<file path="config.mk">
export PLATFORM = sky130hd
export DESIGN_NAME = srf_ctrl
export DESIGN_NICKNAME = d
export VERILOG_FILES = /design/src/sv/sequenced_ring_fifo_core_macros.svh /design/src/sv/srf_pkg.sv /design/src/sv/srf_ctrl.sv
export SDC_FILE = /design/constraint.sdc
export NUM_CORES = 1
export LEC_CHECK = 0
export ABC_AREA = 1
export BUFFER_PORTS_ARGS = -buffer_cell sky130_fd_sc_hd__buf_2
export CORE_AREA = 2 2 39 41
export CTS_BUF_LIST = sky130_fd_sc_hd__clkbuf_8
export CTS_CLUSTER_SIZE = 12
export DETAILED_ROUTE_END_ITERATION = 12
export DIE_AREA = 0 0 41 43
export GPL_TIMING_DRIVEN = 0
export PLACE_DENSITY_LB_ADDON = 0.05
export SLEW_MARGIN = 15
export SYNTH_ARGS = -nofsm -noshare
export SYNTH_HDL_FRONTEND = slang
export SYNTH_SLANG_ARGS = --single-unit
</file>
<file path="constraint.sdc">
create_clock -name i_clk -period 0.8 [get_ports i_clk]
set_input_delay 0.16 -clock i_clk [delete_from_list [all_inputs] [get_ports i_clk]]
set_output_delay 0.16 -clock i_clk [all_outputs]
set_load 0.01 [all_outputs]
</file>
<file path="src/sv/sequenced_ring_fifo_core_macros.svh">
// ----------------------------------------------------------------------------
// Sequenced ring FIFO assertion macros
// Shared concurrent assertion forms, clocked on the rising edge and disabled
// while reset is asserted.
// ----------------------------------------------------------------------------
`ifndef SEQUENCED_RING_FIFO_CORE_MACROS_SVH
`define SEQUENCED_RING_FIFO_CORE_MACROS_SVH

// same-cycle implication
`define SRF_ASSERT_IMPL(name, clk, rst_n, ante, cons) \
    name: assert property (@(posedge clk) disable iff (!rst_n) (ante) |-> (cons)) \
        else $error("sequenced_ring_fifo_core: assertion failed");

// next-cycle implication
`define SRF_ASSERT_NEXT(name, clk, rst_n, ante, cons) \
    name: assert property (@(posedge clk) disable iff (!rst_n) (ante) |=> (cons)) \
        else $error("sequenced_ring_fifo_core: assertion failed");

`endif

</file>
<file path="src/sv/srf_pkg.sv">
// ----------------------------------------------------------------------------
// Sequenced ring FIFO package
// Field widths, operation and register codes, and the control types shared by
// the controller, the datapath and the top level.
// ----------------------------------------------------------------------------
package srf_pkg;

    localparam int OPC_W      = 3;
    localparam int ENTRY_IO_W = 64;
    localparam int POS_W      = 32;
    localparam int FILL_W     = 9;
    localparam int CAP_REG_W  = 9;
    localparam int CFG_IDX_W  = 2;
    localparam int CFG_DATA_W = 32;
    localparam int CAP_RST    = 256;

    typedef enum logic [OPC_W-1:0] {
        OP_PUT      = 3'd0,
        OP_GET      = 3'd1,
        OP_COUNT    = 3'd2,
        OP_PEEK_REL = 3'd3,
        OP_PEEK_ABS = 3'd4
    } t_srf_op;

    typedef enum logic [CFG_IDX_W-1:0] {
        REG_CAPACITY  = 2'd0,
        REG_START_SEQ = 2'd1
    } t_srf_reg;

    typedef enum logic [1:0] {
        SRC_ZERO,
        SRC_MEM,
        SRC_ECHO
    } t_srf_src;

    typedef enum logic [1:0] {
        ST_IDLE,
        ST_EXEC,
        ST_LOAD
    } t_srf_state;

    typedef struct packed {
        logic capture;
        logic exec;
        logic load;
    } t_srf_cmd;

    typedef struct packed {
        logic full;
        logic empty;
        logic order_ok;
    } t_srf_status;

endpackage

</file>
<file path="src/sv/srf_ctrl.sv">
// ----------------------------------------------------------------------------
// Sequenced ring FIFO controller
// Sequences capture, slot access and response load, and owns response valid.
// ----------------------------------------------------------------------------
module srf_ctrl (
    input  logic              i_clk,
    input  logic              i_rst_n,
    input  logic              i_req_valid,
    input  logic              i_rsp_ready,
    output logic              o_req_ready,
    output logic              o_rsp_valid,
    output srf_pkg::t_srf_cmd o_cmd
);

    srf_pkg::t_srf_state r_state, n_state;
    logic                r_rsp_valid, n_rsp_valid;
    logic                w_out_free;

    assign w_out_free = !r_rsp_valid || i_rsp_ready;

    always_comb begin
        n_state = r_state;
        unique case (r_state)
            srf_pkg::ST_IDLE: begin
                if (i_req_valid) n_state = srf_pkg::ST_EXEC;
            end
            srf_pkg::ST_EXEC: begin
                n_state = srf_pkg::ST_LOAD;
            end
            srf_pkg::ST_LOAD: begin
                if (w_out_free) n_state = srf_pkg::ST_IDLE;
            end
            default: begin
                n_state = srf_pkg::ST_IDLE;
            end
        endcase
    end

    always_comb begin
        o_cmd       = '0;
        o_req_ready = 1'b0;
        unique case (r_state)
            srf_pkg::ST_IDLE: begin
                o_req_ready   = i_rst_n;
                o_cmd.capture = i_req_valid && i_rst_n;
            end
            srf_pkg::ST_EXEC: begin
                o_cmd.exec = 1'b1;
            end
            srf_pkg::ST_LOAD: begin
                o_cmd.load = w_out_free;
            end
            default: begin
                o_cmd = '0;
            end
        endcase
    end

    always_comb begin
        priority if (o_cmd.load) begin
            n_rsp_valid = 1'b1;
        end else if (i_rsp_ready) begin
            n_rsp_valid = 1'b0;
        end else begin
            n_rsp_valid = r_rsp_valid;
        end
    end

    always_ff @(posedge i_clk) begin
        if (!i_rst_n) begin
            r_state     <= srf_pkg::ST_IDLE;
            r_rsp_valid <= 1'b0;
        end else begin
            r_state     <= n_state;
            r_rsp_valid <= n_rsp_valid;
        end
    end

    assign o_rsp_valid = r_rsp_valid;

endmodule

</file>
==> results of run 1 <==
-- critical path, delay by kind of cell (launching register included) --
kind | cells | cell delay, ps
flip-flops | 1 | 330
AND/OR/NAND/NOR | 2 | 370
buffers and inverters | 1 | 100
-- final timing paths --
check        cells past startpoint          end  slack, ps         from
max                              3     o_cmd[2]       -360   r_state[0]
min                              2  o_rsp_valid        190      i_rst_n
max reg2reg                      5   r_state[1]        -10  o_rsp_valid
min reg2reg                      2   r_state[1]        520   r_state[0]
-- registers in the layout (all words and copies together), names as in the netlist --
| register | cells |
|---|---|
| o_rsp_valid | 1 |
| r_state | 2 |
-- per-stage QoR --
| stage | setup TNS (ps) | total power, µW | instance area [µm²] |
|---|---|---|---|
| final | -1362 | 668.6 | 300.3 |
| after global routing | -1648 | 709.3 | 300.3 |
| after CTS | -1438 | 683.9 | 291.5 |
| after detailed placement | -547.1 | 240.9 | 224.0 |
| after global placement | -557.3 | 241.8 | 224.0 |
| after floorplan | -110.3 | 214.3 | 163.9 |
-- logic make-up (layout without fill, tap and decap cells) --
| kind of cell | after synthesis | after routing | synth area share |
|---|---|---|---|
| buf+inv | 6 | 19 | 0.2051 |
| flops | 3 | 3 | 0.4103 |
| compound gates | 2 | 2 | 0.08546 |
| simple gates | 10 | 10 | 0.2991 |
-- routing by layer --
layer  vias to the layer above  part of all wire  GRT usage
met4                         0                 0    0.08000
met2                         7              0.44    0.06250
met1                        68              0.43    0.05414
li1                         87                 -          -
met3                         0              0.12    0.03141
met5                         -                 0          0
-- timing repair --
action	CTS	global route
pin swaps	0	2
cloned	0	0
setup endpoints to repair	5	5
gates resized for setup	5	2
setup buffers	0	1
-- power by group --
part           internal (µW)  leakage, µW  switching [µW]
clock                    326    0.0000269            92.1
sequential               159    0.0000258            7.20
combinational           44.3    0.0000968            39.7
total                    530     0.000149             139
-- cell usage after synthesis, drive strengths merged --
library cell,count
nor2,5
inv,4
dfxtp,3
nand2,3
buf,2
a21oi,1
nor3,1
o21a,1
or2,1
-- area by class of cell --
| type | instances | area, µm² |
|---|---|---|
| plain buffers | 2 | 15.01 |
| fillers | 168 | 1084 |
| inverters | 4 | 15.01 |
| multi-input cells | 12 | 81.33 |
| well taps | 16 | 20.02 |
| repair buffers | 9 | 60.06 |
| clock buffers | 3 | 41.29 |
| flip-flops and latches | 3 | 63.81 |
| clock inverters | 1 | 3.754 |
==> impl_results.md, run 1 <==
* Unrepaired setup endpoints after global routing: yes
* TritonCTS clock tree: yes
* Post-Syn Area at 146.4 µm²
* Final Util at 0.2170
* Drt total wl at 347 µm
* Die width at 41 µm
* Initial Util at 0.1058
* Slew @ Worst Pin at 130.0 ps
* Final Slew Violations at 0
* Post-route setup slack at -364.2 ps
* Global-route wire length before repair at 572 µm
* Yosys warning count at 0
* Post-synth top area cell: dfxtp_1
* Nets at 39
* Critical Path AT at 1000 ps
* P per Cell Area at 2227 nW/µm²
* Grt total ovfl at 0
* # rows at 14
* Initial DRC Count at 1
* Drc violations at 0
* Syn_nets at 25
* Crit-path cells: or2_4 -> nor2_4 -> buf_6
* Worst slew margin at 0.9131
* Die ar. at 1763 µm²
* Clk_skew at 0.9609 ps
* Fraction of layout cells with a size suffix above 1 at 0.7353
* Fin crit share at 1.455
* Routability cong. at 0.5824
* Worst setup SP type: flop
* Crit Path Class: reg -> out
* Post-route minimum period at 1164 ps
* Distinct cell type count after synthesis at 10
* Vias at 162
* Top Ports at 9
* Peak VDD IR at 856.5 µV
* Slowest stage delay, CP at 330 ps
* Max frequency at 0.8589 GHz
* Height of the die at 43 µm
* GRT Total Usage at 0.05506
* Antenna diodes at 0
* Area Growth Syn to Fin at 105.1%
* Critical Path Sink Type: output pin
* Post-route ant nets at 0
* Vias in the first global route at 173
* Clk buf depth at 2
* Final hold vios at 0
* Cell count after synthesis at 21
* Non-Filler Instances at 50
* Number of clock sinks at 3
* Top cells by area, synth: dfxtp_1 (41%), buf_4 (10%), inv_1 (10%)
* Wire length per cell at 6.940 µm
* Critical path's slowest cell: dfxtp_2
* Root Driver: clkbuf_8
* Hpwl dp at 272.8 µm
* Max-Cap Viols at 0
* Setup Viol. Count Final at 7
* Max Fanout on Critical Path at 4
* Leakage at 0.0001495 µW
* CTS buffer count at 3
* Critical Path RT at 640 ps
* Run status: complete, but fails checks
* Post-synth top area share at 0.4103
* H-tree Lvls at 1
* Yosys reg bits at 3
* Post-synthesis sequential area ratio at 0.4103
* Hold Slack at 192.5 ps
* Hold-fix buffers, CTS at 0
* Dpl cells at 45
* Place WS at -169.2 ps
* Failing checks: setup timing
* Initial antenna violation count at 0
* Clk slew on worst S/H paths at 30 ps
* HP Class: in -> reg
* Clk Latency, worst-skew pair at 210 ps
* Drt pass-1 iters at 2
* Commonest non-fill, non-tap cell in the layout: buf_2
* Largest net degree at the start of global routing at 5
* Vias/cell at 3.240
* PortBufs at 8
* Core area at 1384 µm²
* Avg Cell Area, Syn at 6.971 µm²
Note: power is estimated with default switching activity, not from simulation.
==> run 2, diff against run 1 <==
--- a/config.mk
+++ b/config.mk
@@ -14,6 +14,7 @@
 export DIE_AREA = 0 0 41 43
 export GPL_TIMING_DRIVEN = 0
 export PLACE_DENSITY_LB_ADDON = 0.05
+export REMOVE_ABC_BUFFERS = 1
 export SLEW_MARGIN = 15
 export SYNTH_ARGS = -nofsm -noshare
 export SYNTH_HDL_FRONTEND = slang
==> run 2 against run 1 <==
Against the previous run: the run still ends with setup timing left; sequential power about the same; wire length up 17%; power up 0.86%; register-to-register slack about the same; combinational power up 9.6%; flip-flop and latch count unchanged; worst hold slack worse by 6.6 ps; cell count unchanged; core utilization down 0.18 points; setup slack better by 8.1 ps; final area down 0.83%; global-route usage up 0.21 points; largest power group unchanged; highest routed layer is now met4.
==> impl_results.md, run 2 (synthesized netlist as in run 1, its figures left out) <==
* Max-Cap Viols at 0
* Largest Register: r_state
* Slowest stage delay, CP at 320 ps
* Post-route setup slack at -356.1 ps
* H-tree Lvls at 1
* Setup Viol. Count Final at 5
* Hpwl dp at 282.4 µm
* # rows at 14
* Antenna diodes at 0
* R2r worst-path depth at 4
* Top Ports at 9
* Post-route ant nets at 0
* Critical path's slowest cell: dfxtp_2
* Clk Latency, worst-skew pair at 210 ps
* Most frequent cells in the layout: buf_2 (6), inv_1 (5), clkbuf_8 (3), buf_4 (3)
* Leakage at 0.0001472 µW
* Root Driver: clkbuf_8
* Critical Path Sink Type: output pin
* Die ar. at 1763 µm²
* Vias/cell at 3.300
* Core area at 1384 µm²
* Drc violations at 0
* Largest register FFs at 2
* Die width at 41 µm
* GRT Total Usage at 0.05717
* Critical Path AT at 1000 ps
* Multi-input logic area at 80.08 µm²
* Vias at 165
* HP Class: in -> reg
* Commonest non-fill, non-tap cell in the layout: buf_2
* Vias in the first global route at 165
* Fin crit share at 1.445
* # fillers at 161
* Clk buf depth at 2
* Clk_skew at 0.3083 ps
* Initial Util at 0.1058
* Crit-path cells: or2_4 -> nor2_1 -> buf_2
* Non-Filler Instances at 50
* Clk slew on worst S/H paths at 30 ps
* Critical Path RT at 640 ps
* Hold-fix buffers, CTS at 0
* Hold Slack at 185.9 ps
* Crit Path Class: reg -> out
* Post-route minimum period at 1156 ps
* Failing checks: setup timing
* Place WS at -174.6 ps
* PortBufs at 8
* Final hold vios at 0
* Largest net degree at the start of global routing at 4
* TritonCTS clock tree: yes
* Drt pass-1 iters at 1
* Cells on Worst Hold Path at 2
* P per Cell Area at 2265 nW/µm²
* Height of the die at 43 µm
* Nets at 39
* Routability cong. at 0.5843
* Max Fanout on Critical Path at 3
* Slew @ Worst Pin at 149.8 ps
* Worst slew margin at 0.9000
* Drt total wl at 405 µm
* Peak VDD IR at 608.3 µV
* Fraction of layout cells with a size suffix above 1 at 0.6765
* Wire length per cell at 8.100 µm
* Final Slew Violations at 0
* CTS buffer count at 3
* Worst setup SP type: flop
* Dpl cells at 43
* Area Growth Syn to Fin at 103.4%
* Unrepaired setup endpoints after global routing: yes
* Reg area at 62.56 µm²
* Initial antenna violation count at 0
* Run status: complete, but fails checks
* Number of clock sinks at 3
* Max frequency at 0.8650 GHz
* Grt total ovfl at 0
* Global-route wire length before repair at 579 µm
* Initial DRC Count at 0
run 2: cell counts in the layout (fill, tap and decap cells not counted):
Identical to the previous run, type by type.
run 2: final timing paths:
kind / start / endpoint / slack [ps]
worst min register to register: r_state[1] / r_state[0] / 540
worst min-delay path: i_rst_n / o_rsp_valid / 190
worst max-delay path: r_state[0] / o_req_ready / -360
worst max register to register: r_state[0] / r_state[1] / -20
run 2: final cells by class:
| cell class | count | share of cell area |
|---|---|---|
| Clock buffer | 3 | 0.1387 |
| Inverter | 4 | 0.05042 |
| Multi-Input combinational cell | 12 | 0.2689 |
| Sequential cell | 3 | 0.2101 |
| Timing Repair Buffer | 11 | 0.2521 |
| Tap cell | 16 | 0.06723 |
| Clock inverter | 1 | 0.01261 |
run 2: critical path: cells and delay by family, from the launching register on:
| kind | cells | cell delay, ps |
|---|---|---|
| and+or+nand+nor | 2 | 330 |
| buffers and inverters | 1 | 130 |
| DFF | 1 | 320 |
run 2: per-layer routing:
| layer | part of all wire | up-vias | routed length [µm] | GRT usage |
|---|---|---|---|---|
| met1 | 0.43 | 70 | 175 | 0.05449 |
| li1 | - | 86 | - | - |
| met4 | 0.015 | 0 | 6 | 0.08000 |
| met2 | 0.47 | 7 | 189 | 0.06875 |
| met5 | 0 | - | 0 | 0 |
| met3 | 0.081 | 2 | 33 | 0.03141 |
run 2: where the power goes:
group	total, µW	leakage (µW)	internal [µW]	switching, µW
combinational	92.1	0.0000950	48.5	43.6
clock	419	0.0000269	326	92.7
sequential	164	0.0000254	159	4.77
run 2: stage by stage:
| step | total power (µW) | utilization | setup TNS [ps] | cell area [µm²] |
|---|---|---|---|---|
| 4_1_cts | 676.6 | 0.2025 | -1253 | 280.3 |
| 3_3_place_gp | 221.6 | 0.1383 | -441.8 | 191.4 |
| 6_report | 674.4 | 0.2152 | -1248 | 297.8 |
| 2_1_floorplan | 194.6 | - | -224.3 | 131.4 |
| 3_5_place_dp | 221.2 | 0.1383 | -416.8 | 191.4 |
| 5_1_grt | 712.0 | 0.2152 | -1484 | 297.8 |
run 2: repair_timing:
action                                  CTS  global route
endpoints found under the setup margin    5             6
pin swaps                                 2             0
gates cloned                              0             0
gates resized for setup                   7             4
setup buffers                             3             0
